===== config.mk =====
export PLATFORM = sky130hd
export DESIGN_NAME = x86_register_inc_dec_xchg_lea_unit
export DESIGN_NICKNAME = d
export VERILOG_FILES = /design/src/rtl/core/x86rid_pkg.sv /design/src/rtl/core/x86_register_inc_dec_xchg_lea_unit.sv
export SDC_FILE = /design/constraint.sdc
export NUM_CORES = 1
export LEC_CHECK = 0
export ABC_AREA = 1
export BUFFER_PORTS_ARGS = -buffer_cell sky130_fd_sc_hd__buf_2
export CAP_MARGIN = 20
export CORE_UTILIZATION = 56
export DETAILED_ROUTE_END_ITERATION = 12
export GPL_TIMING_DRIVEN = 1
export HOLD_SLACK_MARGIN = 0.06
export PLACE_DENSITY = 0.84
export SLEW_MARGIN = 5
export SYNTH_ARGS = -nofsm -noshare
export SYNTH_HDL_FRONTEND = slang
export SYNTH_SLANG_ARGS = --single-unit

===== constraint.sdc =====
create_clock -name clk -period 4.3 [get_ports clk]
set_input_delay 0.43 -clock clk [delete_from_list [all_inputs] [get_ports clk]]
set_output_delay 0.43 -clock clk [all_outputs]
set_load 0.05 [all_outputs]

===== src/rtl/core/x86rid_pkg.sv =====
package x86rid_pkg;

  localparam int unsigned REG_W   = 16;
  localparam int unsigned REG_NUM = 8;
  localparam int unsigned IDX_W   = $clog2(REG_NUM);

  typedef logic [REG_W-1:0] word_t;
  typedef logic [IDX_W-1:0] ridx_t;

  // Register indexes
  localparam ridx_t IDX_AX = 3'd0;
  localparam ridx_t IDX_BX = 3'd3;
  localparam ridx_t IDX_BP = 3'd5;
  localparam ridx_t IDX_SI = 3'd6;
  localparam ridx_t IDX_DI = 3'd7;

  // Opcode groups (upper five bits) and single opcodes
  localparam logic [4:0] OPG_INC  = 5'b01000;
  localparam logic [4:0] OPG_DEC  = 5'b01001;
  localparam logic [4:0] OPG_XCHG = 5'b10010;
  localparam logic [7:0] OP_NOP   = 8'h90;
  localparam logic [7:0] OP_LEA   = 8'h8D;

  // ModR/M mod field
  localparam logic [1:0] MOD_NODISP = 2'd0;
  localparam logic [1:0] MOD_DISP8  = 2'd1;
  localparam logic [1:0] MOD_DISP16 = 2'd2;
  localparam logic [1:0] MOD_REG    = 2'd3;

  // rm forms
  localparam logic [2:0] RM_BX_SI = 3'd0;
  localparam logic [2:0] RM_BX_DI = 3'd1;
  localparam logic [2:0] RM_BP_SI = 3'd2;
  localparam logic [2:0] RM_BP_DI = 3'd3;
  localparam logic [2:0] RM_SI    = 3'd4;
  localparam logic [2:0] RM_DI    = 3'd5;
  localparam logic [2:0] RM_BP    = 3'd6;
  localparam logic [2:0] RM_BX    = 3'd7;

  localparam word_t INC_OVF_VAL = 16'h7FFF;
  localparam word_t DEC_OVF_VAL = 16'h8000;

  typedef struct packed {
    logic of;
    logic sf;
    logic zf;
    logic pf;
    logic af;
  } flags_t;

endpackage


===== src/rtl/core/x86_register_inc_dec_xchg_lea_unit.sv =====
// Execute unit for INC/DEC reg16, XCHG AX,reg16, NOP and LEA reg16,mem of a
// 16-bit x86 core, holding its own eight-word register file and OF/SF/ZF/PF/AF.
//
// Input channel (in_valid / in_stall): opcode byte, ModR/M byte and a 16-bit
// displacement per instruction. Output channel (out_valid / out_stall): fault,
// written register index and value, AX and the five flags after execution.
//
// The instruction is captured in an input register, then executes against the
// register file and its result is captured in the output register. Throughput
// is one instruction per cycle while the output is not stalled; the register
// file and flags update in that same execute step, so the next instruction
// sees them without bubbles.
//
// While the receiver stalls with a result pending, the instruction in the
// input register waits, and in_stall rises only once that register is full.
// Reset clears all eight registers, the flags and both valid bits.
module x86_register_inc_dec_xchg_lea_unit (
  input  logic        clk,
  input  logic        rst_n,
  input  logic        in_valid,
  output logic        in_stall,
  input  logic [7:0]  in_opcode_byte,
  input  logic [7:0]  in_modrm_byte,
  input  logic [15:0] in_displacement,
  output logic        out_valid,
  input  logic        out_stall,
  output logic        out_fault,
  output logic [2:0]  out_dest_index,
  output logic [15:0] out_dest_value,
  output logic [15:0] out_ax_value,
  output logic        out_overflow_flag,
  output logic        out_sign_flag,
  output logic        out_zero_flag,
  output logic        out_parity_flag,
  output logic        out_aux_flag
);
  import x86rid_pkg::*;

  // Input register
  logic       in_valid_r;
  logic [7:0] op_r;
  logic [7:0] modrm_r;
  word_t      disp_r;

  // Architectural state
  word_t  regs_r [REG_NUM];
  flags_t flags_r;

  // Output register
  logic   out_valid_r;
  logic   fault_r;
  ridx_t  dest_idx_r;
  word_t  dest_val_r;
  word_t  ax_val_r;
  flags_t oflags_r;

  logic   advance;
  logic   in_load;

  assign advance  = in_valid_r && (!out_valid_r || !out_stall);
  assign in_stall = in_valid_r && !advance;
  assign in_load  = in_valid && !in_stall;

  // Decode
  logic       is_inc, is_dec, is_xchg, is_lea;
  logic [1:0] mod_f;
  logic [2:0] rm_f;
  ridx_t      op_idx;
  ridx_t      lea_idx;
  word_t      op_reg;
  word_t      ax_cur;

  always_comb begin
    op_idx  = op_r[2:0];
    mod_f   = modrm_r[7:6];
    rm_f    = modrm_r[2:0];
    lea_idx = modrm_r[5:3];
    is_inc  = (op_r[7:3] == OPG_INC);
    is_dec  = (op_r[7:3] == OPG_DEC);
    is_xchg = (op_r[7:3] == OPG_XCHG) && (op_r != OP_NOP);
    is_lea  = (op_r == OP_LEA) && (mod_f != MOD_REG);
    op_reg  = regs_r[op_idx];
    ax_cur  = regs_r[IDX_AX];
  end

  // Effective address
  word_t base, offs, ea;

  always_comb begin
    case (rm_f)
      RM_BX_SI: base = regs_r[IDX_BX] + regs_r[IDX_SI];
      RM_BX_DI: base = regs_r[IDX_BX] + regs_r[IDX_DI];
      RM_BP_SI: base = regs_r[IDX_BP] + regs_r[IDX_SI];
      RM_BP_DI: base = regs_r[IDX_BP] + regs_r[IDX_DI];
      RM_SI:    base = regs_r[IDX_SI];
      RM_DI:    base = regs_r[IDX_DI];
      RM_BP:    base = regs_r[IDX_BP];
      default:  base = regs_r[IDX_BX];
    endcase
    case (mod_f)
      MOD_NODISP: offs = '0;
      MOD_DISP8:  offs = {{8{disp_r[7]}}, disp_r[7:0]};
      default:    offs = disp_r;
    endcase
    // Direct address form
    if (mod_f == MOD_NODISP && rm_f == RM_BP) begin
      ea = disp_r;
    end else begin
      ea = base + offs;
    end
  end

  // Execute
  word_t  incdec_val;
  logic   wr_en;
  ridx_t  wr_idx;
  word_t  wr_val;
  word_t  ax_nxt;
  flags_t flags_nxt;
  logic   fault_nxt;

  always_comb begin
    incdec_val = is_inc ? op_reg + 16'd1 : op_reg - 16'd1;
    flags_nxt  = flags_r;
    wr_en      = 1'b0;
    wr_idx     = IDX_AX;
    wr_val     = ax_cur;
    fault_nxt  = 1'b0;
    if (is_inc || is_dec) begin
      wr_en        = 1'b1;
      wr_idx       = op_idx;
      wr_val       = incdec_val;
      flags_nxt.of = is_inc ? (op_reg == INC_OVF_VAL) : (op_reg == DEC_OVF_VAL);
      flags_nxt.sf = incdec_val[REG_W-1];
      flags_nxt.zf = (incdec_val == '0);
      flags_nxt.pf = ~^incdec_val[7:0];
      flags_nxt.af = op_reg[4] ^ incdec_val[4];
    end else if (is_xchg) begin
      wr_en  = 1'b1;
      wr_idx = op_idx;
      wr_val = ax_cur;
    end else if (is_lea) begin
      wr_en  = 1'b1;
      wr_idx = lea_idx;
      wr_val = ea;
    end else if (op_r != OP_NOP) begin
      fault_nxt = 1'b1;
    end
    if (is_xchg) begin
      ax_nxt = op_reg;
    end else if (wr_en && wr_idx == IDX_AX) begin
      ax_nxt = wr_val;
    end else begin
      ax_nxt = ax_cur;
    end
  end

  always_ff @(posedge clk) begin
    if (!rst_n) begin
      in_valid_r  <= 1'b0;
      out_valid_r <= 1'b0;
      flags_r     <= '0;
      for (int i = 0; i < REG_NUM; i++) begin
        regs_r[i] <= '0;
      end
    end else begin
      if (in_load) begin
        in_valid_r <= 1'b1;
      end else if (advance) begin
        in_valid_r <= 1'b0;
      end
      if (advance) begin
        out_valid_r <= 1'b1;
        flags_r     <= flags_nxt;
        if (wr_en) begin
          regs_r[wr_idx] <= wr_val;
        end
        if (is_xchg) begin
          regs_r[IDX_AX] <= op_reg;
        end
      end else if (!out_stall) begin
        out_valid_r <= 1'b0;
      end
    end
  end

  // Payload registers
  always_ff @(posedge clk) begin
    if (in_load) begin
      op_r    <= in_opcode_byte;
      modrm_r <= in_modrm_byte;
      disp_r  <= in_displacement;
    end
    if (advance) begin
      fault_r    <= fault_nxt;
      dest_idx_r <= wr_idx;
      dest_val_r <= wr_val;
      ax_val_r   <= ax_nxt;
      oflags_r   <= flags_nxt;
    end
  end

  assign out_valid         = out_valid_r;
  assign out_fault         = fault_r;
  assign out_dest_index    = dest_idx_r;
  assign out_dest_value    = dest_val_r;
  assign out_ax_value      = ax_val_r;
  assign out_overflow_flag = oflags_r.of;
  assign out_sign_flag     = oflags_r.sf;
  assign out_zero_flag     = oflags_r.zf;
  assign out_parity_flag   = oflags_r.pf;
  assign out_aux_flag      = oflags_r.af;

  a_fault_no_dest: assert property (@(posedge clk) disable iff (!rst_n)
    out_valid_r && fault_r |-> dest_idx_r == IDX_AX)
    else $error("faulting transaction names a destination register");

  a_ax_dest_match: assert property (@(posedge clk) disable iff (!rst_n)
    out_valid_r && dest_idx_r == IDX_AX |-> dest_val_r == ax_val_r)
    else $error("AX destination value differs from reported AX");

  a_stall_full: assert property (@(posedge clk) disable iff (!rst_n)
    in_stall |-> in_valid_r && out_valid_r && out_stall)
    else $error("input stalled without a blocked pending result");

  a_advance_out: assert property (@(posedge clk) disable iff (!rst_n)
    advance |=> out_valid_r)
    else $error("executed transaction lost before output");

endmodule

==> key figures, run 1 <==
Critical path
  • Max incr delay on CP: 0.44 ns
  • Most frequent cell on the critical path: nand2_2
  • Crit start category: flip-flop
  • Register-to-Register Path Depth: 39
  • Worst path slowest cell: edfxtp_1
  • CP bufs+invs: 10
  • Arr. time, crit path: 4.93 ns
  • Top Family by Delay on Critical Path: simple AND/OR/NAND/NOR gates
  • CP Class: reg -> reg
  • Critical Path RT: 4.56 ns
  • CP Depth: 39
  • Nature of the critical path endpoint: flip-flop
  • CP Max Fanout: 7

Clock network
  • Clk_lat worst skew: 0.51 ns
  • Clk Tree Root Cell: clkbuf_16
  • CTS tree: yes
  • Clk sinks: 211
  • Clk slew on worst S/H paths: 0.06 ns
  • Max clock buf depth: 3
  • CTS H-tree lvls: 1
  • TritonCTS Buffers: 23

Global route
  • Initial antenna violation count: 0
  • Largest net degree at the start of global routing: 46
  • Gr ovfl total: 0
  • Gr usage total: 0.359
  • Vias in the first global route: 12400
  • First-pass GRT wire length: 67600 um

Synth
  • Mapped Avg Cell Area: 8.42 sq um
  • Yosys cell types: 62
  • Synth top area cells: edfxtp_1 44%, nand2_1 7.3%, nor2_1 6.1%, ha_1 6.0%, o21ai_0 5.8%
  • Synth warn: 0
  • Yosys top cell area share: 0.442
  • Mapped cell area: 0.0136 sq mm
  • Cell taking the most area after synthesis: edfxtp_1
  • FF+latch count, synth: 211
  • Syn Nets: 1726
  • Ys async rst share: 0
  • Top_reg_cell synth: edfxtp_1
  • Cells after Synth: 1621
  • Seq/Total Area, Yosys: 0.457
  • Number of synthesized flops with an enable pin: 201

Cells and area
  • Antenna Cells: 0
  • Final nets: 1952
  • Util after Layout: 0.732
  • Fraction of layout cells with a size suffix above 1: 0.294
  • Synth-to-layout area growth: 27.0%
  • Register area: 0.00624 sq mm
  • Multi-input gate area: 0.00717 sq mm
  • Layout fillers: 1715
  • Fin cells: 2182

Detailed routing
  • 1st-pass router iterations: 8
  • Drc violations: 0
  • ANT nets after route: 0
  • Post-DR wirelength/cell: 20.7 um
  • DRT iter0 DRCs: 1555
  • Vias: 13200
  • Via density: 6.05
  • Final WL: 45100 um

Status
  • Outcome: complete, but fails checks
  • Violated checks: setup timing

Timing
  • RSZ-0062 raised after global routing: true
  • Min Tclk post-route: 4.67 ns
  • Slew headroom: 0.386
  • Least-Margin Pin Slew: 0.919 ns
  • Final Skew: 0.00831 ns
  • Final hold vios: 0
  • Final Setup Violations: 108
  • Fmax: 214 MHz
  • Worst setup margin: -0.370 ns
  • Max Slew Vio Count: 0
  • Period utilisation layout: 1.09

Power and ir drop
  • Sequential power share: 0.378
  • Worst vdd ir: 0.338 mV
  • Pleak: 7.45 nW
  • Power share of the combinational group: 0.282
  • Clock power frac: 0.340
  • Switching portion of total power: 0.311
  • Power density over the cells: 367 mW/mm^2
  • Switching pwr: 1.98 mW
  • Int Power: 4.38 mW

Floorplanning
  • IO Pins: 79
  • CORE AREA: 0.0237 sq mm
  • Starting Density: 0.576
  • Die area: 0.0250 sq mm
  • Row count: 56
  • Die X: 158 um
  • Die Ht: 158 um

Placed design
  • Detailed placer's ending HPWL: 32400 um
  • Place WS: -0.717 ns
  • Inst Count DP: 2097
  • I/O Buffers: 78
  • Routability cong.: 0.967

Hold path
  • Worst min-delay path class: in -> reg
  • Worst Hold Depth: 1

Run
  • Max_cap viols: 0
-- kinds of logic after synthesis --
kind of cell,share of synthesized area
adder cells (fa/ha/maj),0.0655
AO/OA/AOI/OAI,0.191
flip-flops,0.457
XOR/XNOR,0.0230
buffers and inverters,0.0795
AND/OR/NAND/NOR,0.184
-- layout make-up --
cell class	count	share of cell area
multi-input combinational	1145	0.414
clock inverter	17	0.0137
timing repair buffer	258	0.110
clock buffer	24	0.0334
sequential	211	0.360
inverter	208	0.0462
tap	319	0.0230
-- placed cells by master, fill, tap and decap left out, types with 20 or more instances in the layout --
cell,count
a21oi_1,112
a21oi_2,25
buf_2,79
buf_4,151
buf_6,21
clkbuf_16,23
edfxtp_1,201
ha_1,48
inv_1,156
inv_2,43
nand2_1,232
nand2_2,36
nand3_1,38
nor2_1,206
nor2_2,20
o21ai_0,120
o21ai_1,56
o21ai_2,20
o22ai_1,24
-- per-stage QoR --
step	hold WS, ns	setup TNS, ns	instance area, sq um	power (mW)
finish	0.0915	-20.68	17300	6.36
global route	0.0883	-45.35	17300	6.56
CTS	0.0852	-14.82	16800	6.20
detailed placement	0.545	-46.59	15300	3.95
global placement	0.494	-33.73	15300	3.93
floorplan	0.475	0	13800	3.44
-- synth_stat cells, types with 3 or more instances --
cell,n
a221oi_1,10
inv_1,176
o211ai_2,5
nor2_1,220
xor2_1,18
buf_1,5
o21ai_0,159
o21a_1,6
ha_1,65
a21oi_1,140
xnor2_1,16
nor3_1,5
clkbuf_1,28
nor2_2,8
nand2_1,266
nor4_1,3
buf_2,17
buf_6,6
nand2_2,8
inv_2,26
a21o_1,6
nand3_1,52
o21ai_2,11
or2_2,7
a211oi_1,4
o21ai_1,29
o211ai_1,7
nand4_1,7
a31oi_1,19
inv_4,5
fa_1,4
dfxtp_1,10
o221ai_1,7
nand3_4,4
o22ai_1,26
edfxtp_1,201
o2111ai_1,5
-- sequential cells by signal, indices dropped and copies added, names as in the netlist, 3 cells and up, named ones only --
register,cells
modrm_r,8
regs_r,128
disp_r,16
op_r,8
out_dest_value,16
out_ax_value,16
out_dest_index,3
flags_r,5
-- layer usage --
layer	vias up	GRT usage	part of all wire
met2	880	0.593	0.47
li1	6036	-	-
met1	6158	0.478	0.39
met4	0	0.144	0.040
met3	127	0.0468	0.11
met5	-	0	0
-- path summary, 6_finish.rpt --
kind | from | endpoint | slack (ns)
max | modrm_r[0]$_DFFE_PP_ | regs_r[0][15]$_DFFE_PP_ | -0.37
min | in_opcode_byte[4] | op_r[4]$_DFFE_PP_ | 0.09
max reg2reg | modrm_r[0]$_DFFE_PP_ | regs_r[0][15]$_DFFE_PP_ | -0.37
min reg2reg | out_valid$_SDFFE_PN0P_ | out_valid$_SDFFE_PN0P_ | 0.55
-- power groups by stage --
stage          sequential, mW  clock, mW  combinational (mW)
2_1_floorplan            2.50          0               0.942
4_1_cts                  2.40       2.16                1.64
5_1_grt                  2.41       2.22                1.92
3_5_place_dp             2.44          0                1.51
3_3_place_gp             2.44          0                1.49
6_report                 2.40       2.16                1.80
-- timing repair --
action                     CTS  global route
cloned                       3             0
pin swaps                   59            50
buffers inserted            20            21
hold buffers                 0             0
setup endpoints to repair  113           130
resized for setup          125           105
No activity file was read; power rests on OpenSTA's default activity.
==> inputs of run 2 (changes only) <==
--- a/config.mk
+++ b/config.mk
@@ -8,11 +8,11 @@
 export ABC_AREA = 1
 export BUFFER_PORTS_ARGS = -buffer_cell sky130_fd_sc_hd__buf_2
 export CAP_MARGIN = 20
-export CORE_UTILIZATION = 56
+export CORE_UTILIZATION = 50
 export DETAILED_ROUTE_END_ITERATION = 12
 export GPL_TIMING_DRIVEN = 1
 export HOLD_SLACK_MARGIN = 0.06
-export PLACE_DENSITY = 0.84
+export PLACE_DENSITY = 0.77
 export SLEW_MARGIN = 5
 export SYNTH_ARGS = -nofsm -noshare
 export SYNTH_HDL_FRONTEND = slang
==> key figures, run 2 (synthesis gave the netlist of run 1 again) <==
Status
  • Outcome: complete, but fails checks (unchanged)
  • Violated checks: setup timing (unchanged)

Global route
  • First-pass GRT wire length: 69200 um (was 67600 um)
  • Gr usage total: 0.321 (was 0.359)
  • Largest net degree at the start of global routing: 46 (unchanged)
  • Gr ovfl total: 0 (unchanged)
  • Initial antenna violation count: 0 (unchanged)
  • Vias in the first global route: 12300 (was 12400)

Critical path
  • Max incr delay on CP: 0.42 ns (was 0.44 ns)
  • Critical Path RT: 4.57 ns (was 4.56 ns)
  • CP Max Fanout: 5 (was 7)
  • Most frequent cell on the critical path: buf_6 (was nand2_2)
  • CP Class: reg -> reg (unchanged)
  • Nature of the critical path endpoint: flip-flop (unchanged)
  • Crit start category: flip-flop (unchanged)
  • Worst path slowest cell: edfxtp_1 (unchanged)
  • Arr. time, crit path: 5.13 ns (was 4.93 ns)

Timing
  • Fmax: 206 MHz (was 214 MHz)
  • Min Tclk post-route: 4.86 ns (was 4.67 ns)
  • Final Skew: 0.0373 ns (was 0.00831 ns)
  • RSZ-0062 raised after global routing: true (unchanged)
  • Worst setup margin: -0.563 ns (was -0.370 ns)
  • Slew headroom: 0.348 (was 0.386)
  • Final Setup Violations: 108 (unchanged)
  • Final hold vios: 0 (unchanged)
  • Least-Margin Pin Slew: 0.977 ns (was 0.919 ns)
  • Max Slew Vio Count: 0 (unchanged)
  • Period utilisation layout: 1.13 (was 1.09)

Floorplanning
  • Die Ht: 167 um (was 158 um)
  • IO Pins: 79 (unchanged)
  • Die X: 167 um (was 158 um)
  • Die area: 0.0280 sq mm (was 0.0250 sq mm)
  • Row count: 60 (was 56)
  • CORE AREA: 0.0269 sq mm (was 0.0237 sq mm)
  • Starting Density: 0.508 (was 0.576)

Hold path
  • Worst min-delay path class: in -> reg (unchanged)

Placed design
  • Detailed placer's ending HPWL: 33300 um (was 32400 um)
  • Place WS: -0.760 ns (was -0.717 ns)
  • Placed Area: 0.0158 sq mm (was 0.0153 sq mm)
  • I/O Buffers: 78 (unchanged)
  • Routability cong.: 0.998 (was 0.967)

Power and ir drop
  • Clock power frac: 0.310 (was 0.340)
  • Sequential power share: 0.382 (was 0.378)
  • Worst vdd ir: 0.338 mV (about the same)
  • Total Power: 6.30 mW (was 6.36 mW)
  • Switching pwr: 2.10 mW (was 1.98 mW)
  • Switching portion of total power: 0.333 (was 0.311)
  • Power share of the combinational group: 0.308 (was 0.282)
  • Power density over the cells: 346 mW/mm^2 (was 367 mW/mm^2)
  • Pleak: 7.79 nW (was 7.45 nW)
  • Int Power: 4.21 mW (was 4.38 mW)

Clock network
  • CTS tree: yes (unchanged)
  • Clk Tree Root Cell: clkbuf_16 (unchanged)
  • Clk_lat worst skew: 0.54 ns (was 0.51 ns)
  • Clk sinks: 211 (unchanged)
  • TritonCTS Buffers: 23 (unchanged)
  • Clk slew on worst S/H paths: 0.07 ns (was 0.06 ns)
  • Max clock buf depth: 3 (unchanged)
  • # hold bufs at CTS: 0 (unchanged)
  • CTS H-tree lvls: 1 (unchanged)

Cells and area
  • Commonest non-fill, non-tap cells in the layout: 228 x nand2_1, 201 x edfxtp_1, 186 x nor2_1, 179 x buf_4, 160 x inv_1 (was 232 x nand2_1, 206 x nor2_1, 201 x edfxtp_1, 156 x inv_1, 151 x buf_4)
  • Antenna Cells: 0 (unchanged)
  • Max FFs per register: 128 (unchanged)
  • Synth-to-layout area growth: 33.6% (was 27.0%)
  • Top reg by flops: regs_r (unchanged)
  • Final nets: 2000 (was 1952)
  • Fraction of layout cells with a size suffix above 1: 0.340 (was 0.294)
  • Commonest non-fill, non-tap cell in the layout: nand2_1 (unchanged)
  • Design Area, Final: 0.0182 sq mm (was 0.0173 sq mm)

Detailed routing
  • 1st-pass router iterations: 7 (was 8)
  • Vias: 13400 (was 13200)
  • Final WL: 47900 um (was 45100 um)
  • ANT nets after route: 0 (unchanged)
  • Via density: 5.97 (was 6.05)
  • Drc violations: 0 (unchanged)
  • DRT iter0 DRCs: 1451 (was 1555)
  • Post-DR wirelength/cell: 21.3 um (was 20.7 um)

Run
  • Max_cap viols: 0 (unchanged)
## run 2: changes by cell type in the layout (fill, tap and decap cells not counted), moves of 5 or more
cell / previous run / this run
buf_4: 151 / 179
inv_2: 43 / 38
xor2_1: 17 / 12
buf_6: 21 / 31
o22ai_1: 24 / 17
o22ai_2: 4 / 11
o21ai_1: 56 / 42
bufinv_16: 6 / 1
nor2_1: 206 / 186
nor2_4: 2 / 19
o21ai_2: 20 / 31
## run 2: final timing paths
path	from	endpoint	slack, ns	cells after the start
worst max-delay path	modrm_r[2]$_DFFE_PP_	out_dest_value[14]$_DFFE_PP_	-0.56	31
worst min-delay path	in_displacement[4]	disp_r[4]$_DFFE_PP_	0.06	1
worst max register to register	modrm_r[2]$_DFFE_PP_	out_dest_value[14]$_DFFE_PP_	-0.56	31
worst min register to register	out_valid$_SDFFE_PN0P_	out_valid$_SDFFE_PN0P_	0.53	2
## run 2: cell type report
cell class / count / area [sq um]
fill: 1986 / 8650
multi-input combinational: 1148 / 7640
sequential: 211 / 6240
timing repair buffer: 303 / 2390
inverter: 208 / 803
clock buffer: 26 / 608
tap: 341 / 427
clock inverter: 16 / 124
## run 2: power groups by stage
stage | Combinational [mW] | Clock, mW | Sequential, mW
2_1_floorplan | 0.942 | 0 | 2.50
3_3_place_gp | 1.54 | 0 | 2.44
3_5_place_dp | 1.56 | 0 | 2.44
4_1_cts | 1.67 | 1.96 | 2.40
5_1_grt | 2.07 | 2.02 | 2.41
6_report | 1.94 | 1.95 | 2.41
## run 2: critical path: cells and delay by family, from the launching register on
| kind | cells | cell delay [ns] |
|---|---|---|
| buffers and inverters | 9 | 1.00 |
| DFF | 1 | 0.42 |
| adders and majority gates | 3 | 0.78 |
| AOI/OAI and AO/OA | 7 | 0.78 |
| and+or+nand+nor | 12 | 1.61 |
## run 2: per-layer routing
layer	routed length, um	part of all wire	GRT usage	up-vias
li1	-	-	-	6141
met2	21700	0.45	0.507	872
met1	18700	0.39	0.438	6301
met3	5020	0.10	0.0461	131
met4	2470	0.052	0.146	0
met5	0	0	0	-
## run 2: repair_timing
action,CTS,global route
pin swaps,46,91
buffers inserted,20,19
gates cloned,4,3
resized for setup,108,229
endpoints found under the setup margin,119,129
## run 2: stage by stage
step	hold WS, ns	util	TNS [ns]	instances
2_1_floorplan	0.475	-	0	1621
3_3_place_gp	0.498	0.586	-58.32	2166
3_5_place_dp	0.511	0.586	-62.36	2166
4_1_cts	0.0602	0.636	-26.65	2232
5_1_grt	0.0655	0.678	-58.08	2253
6_report	0.0647	0.678	-38.34	2253
==> inputs of run 3 (changes only) <==
--- a/config.mk
+++ b/config.mk
@@ -6,7 +6,7 @@
 export NUM_CORES = 1
 export LEC_CHECK = 0
 export ABC_AREA = 1
-export BUFFER_PORTS_ARGS = -buffer_cell sky130_fd_sc_hd__buf_2
+export BUFFER_PORTS_ARGS = -buffer_cell sky130_fd_sc_hd__buf_4
 export CAP_MARGIN = 20
 export CORE_UTILIZATION = 50
 export DETAILED_ROUTE_END_ITERATION = 12
==> key figures, run 3 (synthesis gave the netlist of run 1 again) <==
Status
  • Outcome: complete, but fails checks (unchanged)
  • Violated checks: setup timing (unchanged)

Critical path
  • Crit. Startpoint: modrm_r[0]$_DFFE_PP_ (was modrm_r[2]$_DFFE_PP_)
  • Max incr delay on CP: 0.45 ns (was 0.42 ns)
  • Nature of the critical path endpoint: flip-flop (unchanged)
  • Crit start category: flip-flop (unchanged)
  • Top Family by Delay on Critical Path: simple AND/OR/NAND/NOR gates (unchanged)
  • RR Startpoint: modrm_r[0]$_DFFE_PP_ (was modrm_r[2]$_DFFE_PP_)
  • CP Class: reg -> reg (unchanged)
  • CP bufs+invs: 5 (was 9)
  • Arr. time, crit path: 5.07 ns (was 5.13 ns)
  • FF-to-FF setup slack: -0.54 ns (was -0.56 ns)
  • Worst path slowest cell: edfxtp_1 (unchanged)
  • Critical Path RT: 4.53 ns (was 4.57 ns)
  • Most frequent cell on the critical path: a21oi_2 (was buf_6)
  • CP Max Fanout: 8 (was 5)

Hold path
  • Worst min-delay path class: in -> reg (unchanged)
  • Hold path start: in_displacement[15] (was in_displacement[4])

Detailed routing
  • ANT nets after route: 0 (unchanged)
  • Drc violations: 0 (unchanged)
  • Vias: 13200 (was 13400)
  • 1st-pass router iterations: 5 (was 7)
  • Final WL: 45700 um (was 47900 um)
  • DRT iter0 DRCs: 1477 (was 1451)
  • Via density: 5.85 (was 5.97)
  • Post-DR wirelength/cell: 20.3 um (was 21.3 um)

Placed design
  • I/O Buffers: 78 (unchanged)
  • Place WS: -1.14 ns (was -0.760 ns)
  • Detailed placer's ending HPWL: 33300 um (about the same)
  • Inst Count DP: 2174 (was 2166)
  • Routability cong.: 0.959 (was 0.998)

Floorplanning
  • Die area: 0.0280 sq mm (unchanged)
  • Starting Density: 0.508 (unchanged)
  • CORE AREA: 0.0269 sq mm (unchanged)
  • Row count: 60 (unchanged)
  • Die X: 167 um (unchanged)
  • IO Pins: 79 (unchanged)
  • Die Ht: 167 um (unchanged)

Cells and area
  • Max FFs per register: 128 (unchanged)
  • Antenna Cells: 0 (unchanged)
  • Fraction of layout cells with a size suffix above 1: 0.320 (was 0.340)
  • Synth-to-layout area growth: 31.7% (was 33.6%)
  • Top reg by flops: regs_r (unchanged)
  • Layout fillers: 2074 (was 1986)
  • Fin cells: 2248 (was 2253)
  • Commonest non-fill, non-tap cell in the layout: buf_4 (was nand2_1)
  • Multi-input gate area: 0.00727 sq mm (was 0.00764 sq mm)
  • Final nets: 1996 (was 2000)
  • Util after Layout: 0.668 (was 0.678)
  • Register area: 0.00624 sq mm (about the same)
  • Commonest non-fill, non-tap cells in the layout: 270 x buf_4, 237 x nand2_1, 201 x edfxtp_1, 192 x nor2_1, 163 x inv_1 (was 228 x nand2_1, 201 x edfxtp_1, 186 x nor2_1, 179 x buf_4, 160 x inv_1)

Clock network
  • TritonCTS Buffers: 22 (was 23)
  • CTS H-tree lvls: 1 (unchanged)
  • Max clock buf depth: 3 (unchanged)
  • Clk sinks: 211 (unchanged)
  • Clk slew on worst S/H paths: 0.07 ns (about the same)
  • Clk_lat worst skew: 0.53 ns (was 0.54 ns)
  • CTS tree: yes (unchanged)
  • Clk Tree Root Cell: clkbuf_16 (unchanged)
  • # hold bufs at CTS: 0 (unchanged)

Timing
  • RSZ-0062 raised after global routing: true (unchanged)
  • Worst setup margin: -0.539 ns (was -0.563 ns)
  • Max Slew Vio Count: 0 (unchanged)
  • Final hold vios: 0 (unchanged)
  • Fmax: 207 MHz (was 206 MHz)
  • Final Skew: 0.0329 ns (was 0.0373 ns)
  • Slew headroom: 0.433 (was 0.348)
  • Least-Margin Pin Slew: 0.848 ns (was 0.977 ns)
  • Final Setup Violations: 119 (was 108)
  • Period utilisation layout: 1.13 (about the same)
  • Min Tclk post-route: 4.84 ns (was 4.86 ns)

Power and ir drop
  • Power share of the combinational group: 0.301 (was 0.308)
  • Switching pwr: 2.03 mW (was 2.10 mW)
  • Sequential power share: 0.386 (was 0.382)
  • Switching portion of total power: 0.327 (was 0.333)
  • Pleak: 7.77 nW (was 7.79 nW)
  • Clock power frac: 0.313 (was 0.310)
  • Power density over the cells: 347 mW/mm^2 (was 346 mW/mm^2)
  • Worst vdd ir: 0.319 mV (was 0.338 mV)
  • Total Power: 6.22 mW (was 6.30 mW)
  • Int Power: 4.19 mW (was 4.21 mW)

Global route
  • First-pass GRT wire length: 69900 um (was 69200 um)
  • Vias in the first global route: 12500 (was 12300)
  • Initial antenna violation count: 0 (unchanged)
  • Largest net degree at the start of global routing: 60 (was 46)
  • Gr ovfl total: 0 (unchanged)
  • Gr usage total: 0.321 (about the same)

Run
  • Max_cap viols: 0 (unchanged)
## run 3: changes by cell type in the layout (fill, tap and decap cells not counted), moves of 8 or more
| cell | delta |
|---|---|
| nand2_2 | -8 |
| a21oi_2 | +10 |
| buf_2 | -78 |
| nor2_4 | -11 |
| buf_4 | +91 |
| nand2_1 | +9 |
| buf_6 | -12 |
## run 3: what timing repair did
action	CTS	global route
endpoints found under the setup margin	113	138
pin swaps	64	63
resized for setup	122	130
setup buffers	20	12
endpoints found under the hold margin	0	0
gates cloned	3	0
## run 3: cell type report
type                       instances  area share
sequential                       211       0.347
tap                              341      0.0238
multi-input combinational       1146       0.405
clock inverter                    13     0.00648
clock buffer                      27      0.0341
inverter                         208      0.0447
timing repair buffer             302       0.139
## run 3: routing by layer
layer | vias to the layer above | global-route usage | part of all wire
met2 | 755 | 0.506 | 0.46
li1 | 6133 | - | -
met3 | 103 | 0.0506 | 0.099
met4 | 0 | 0.149 | 0.044
met1 | 6163 | 0.436 | 0.40
met5 | - | 0 | 0
## run 3: power by group through the flow
| stage | Sequential [mW] | Combinational [mW] | Clock, mW |
|---|---|---|---|
| final | 2.40 | 1.87 | 1.95 |
| after CTS | 2.40 | 1.71 | 1.94 |
| after detailed placement | 2.44 | 1.59 | 0 |
| after global placement | 2.44 | 1.56 | 0 |
| after global routing | 2.41 | 2.01 | 2.02 |
| after floorplan | 2.50 | 0.942 | 0 |
## run 3: worst paths after layout
path / end / depth (start not counted)
worst max-delay path: regs_r[0][13]$_DFFE_PP_ / 31
worst min-delay path: disp_r[15]$_DFFE_PP_ / 1
worst max register to register: regs_r[0][13]$_DFFE_PP_ / 31
worst min register to register: out_valid$_SDFFE_PN0P_ / 2
## run 3: metrics by stage
step | TNS (ns) | instance area, sq um | hold slack [ns]
4_1_cts | -29.77 | 17400 | 0.0766
3_5_place_dp | -75.11 | 16000 | 0.525
5_1_grt | -60.97 | 18000 | 0.0758
2_1_floorplan | 0 | 13800 | 0.475
6_report | -36.76 | 18000 | 0.0783
3_3_place_gp | -71.00 | 16000 | 0.505
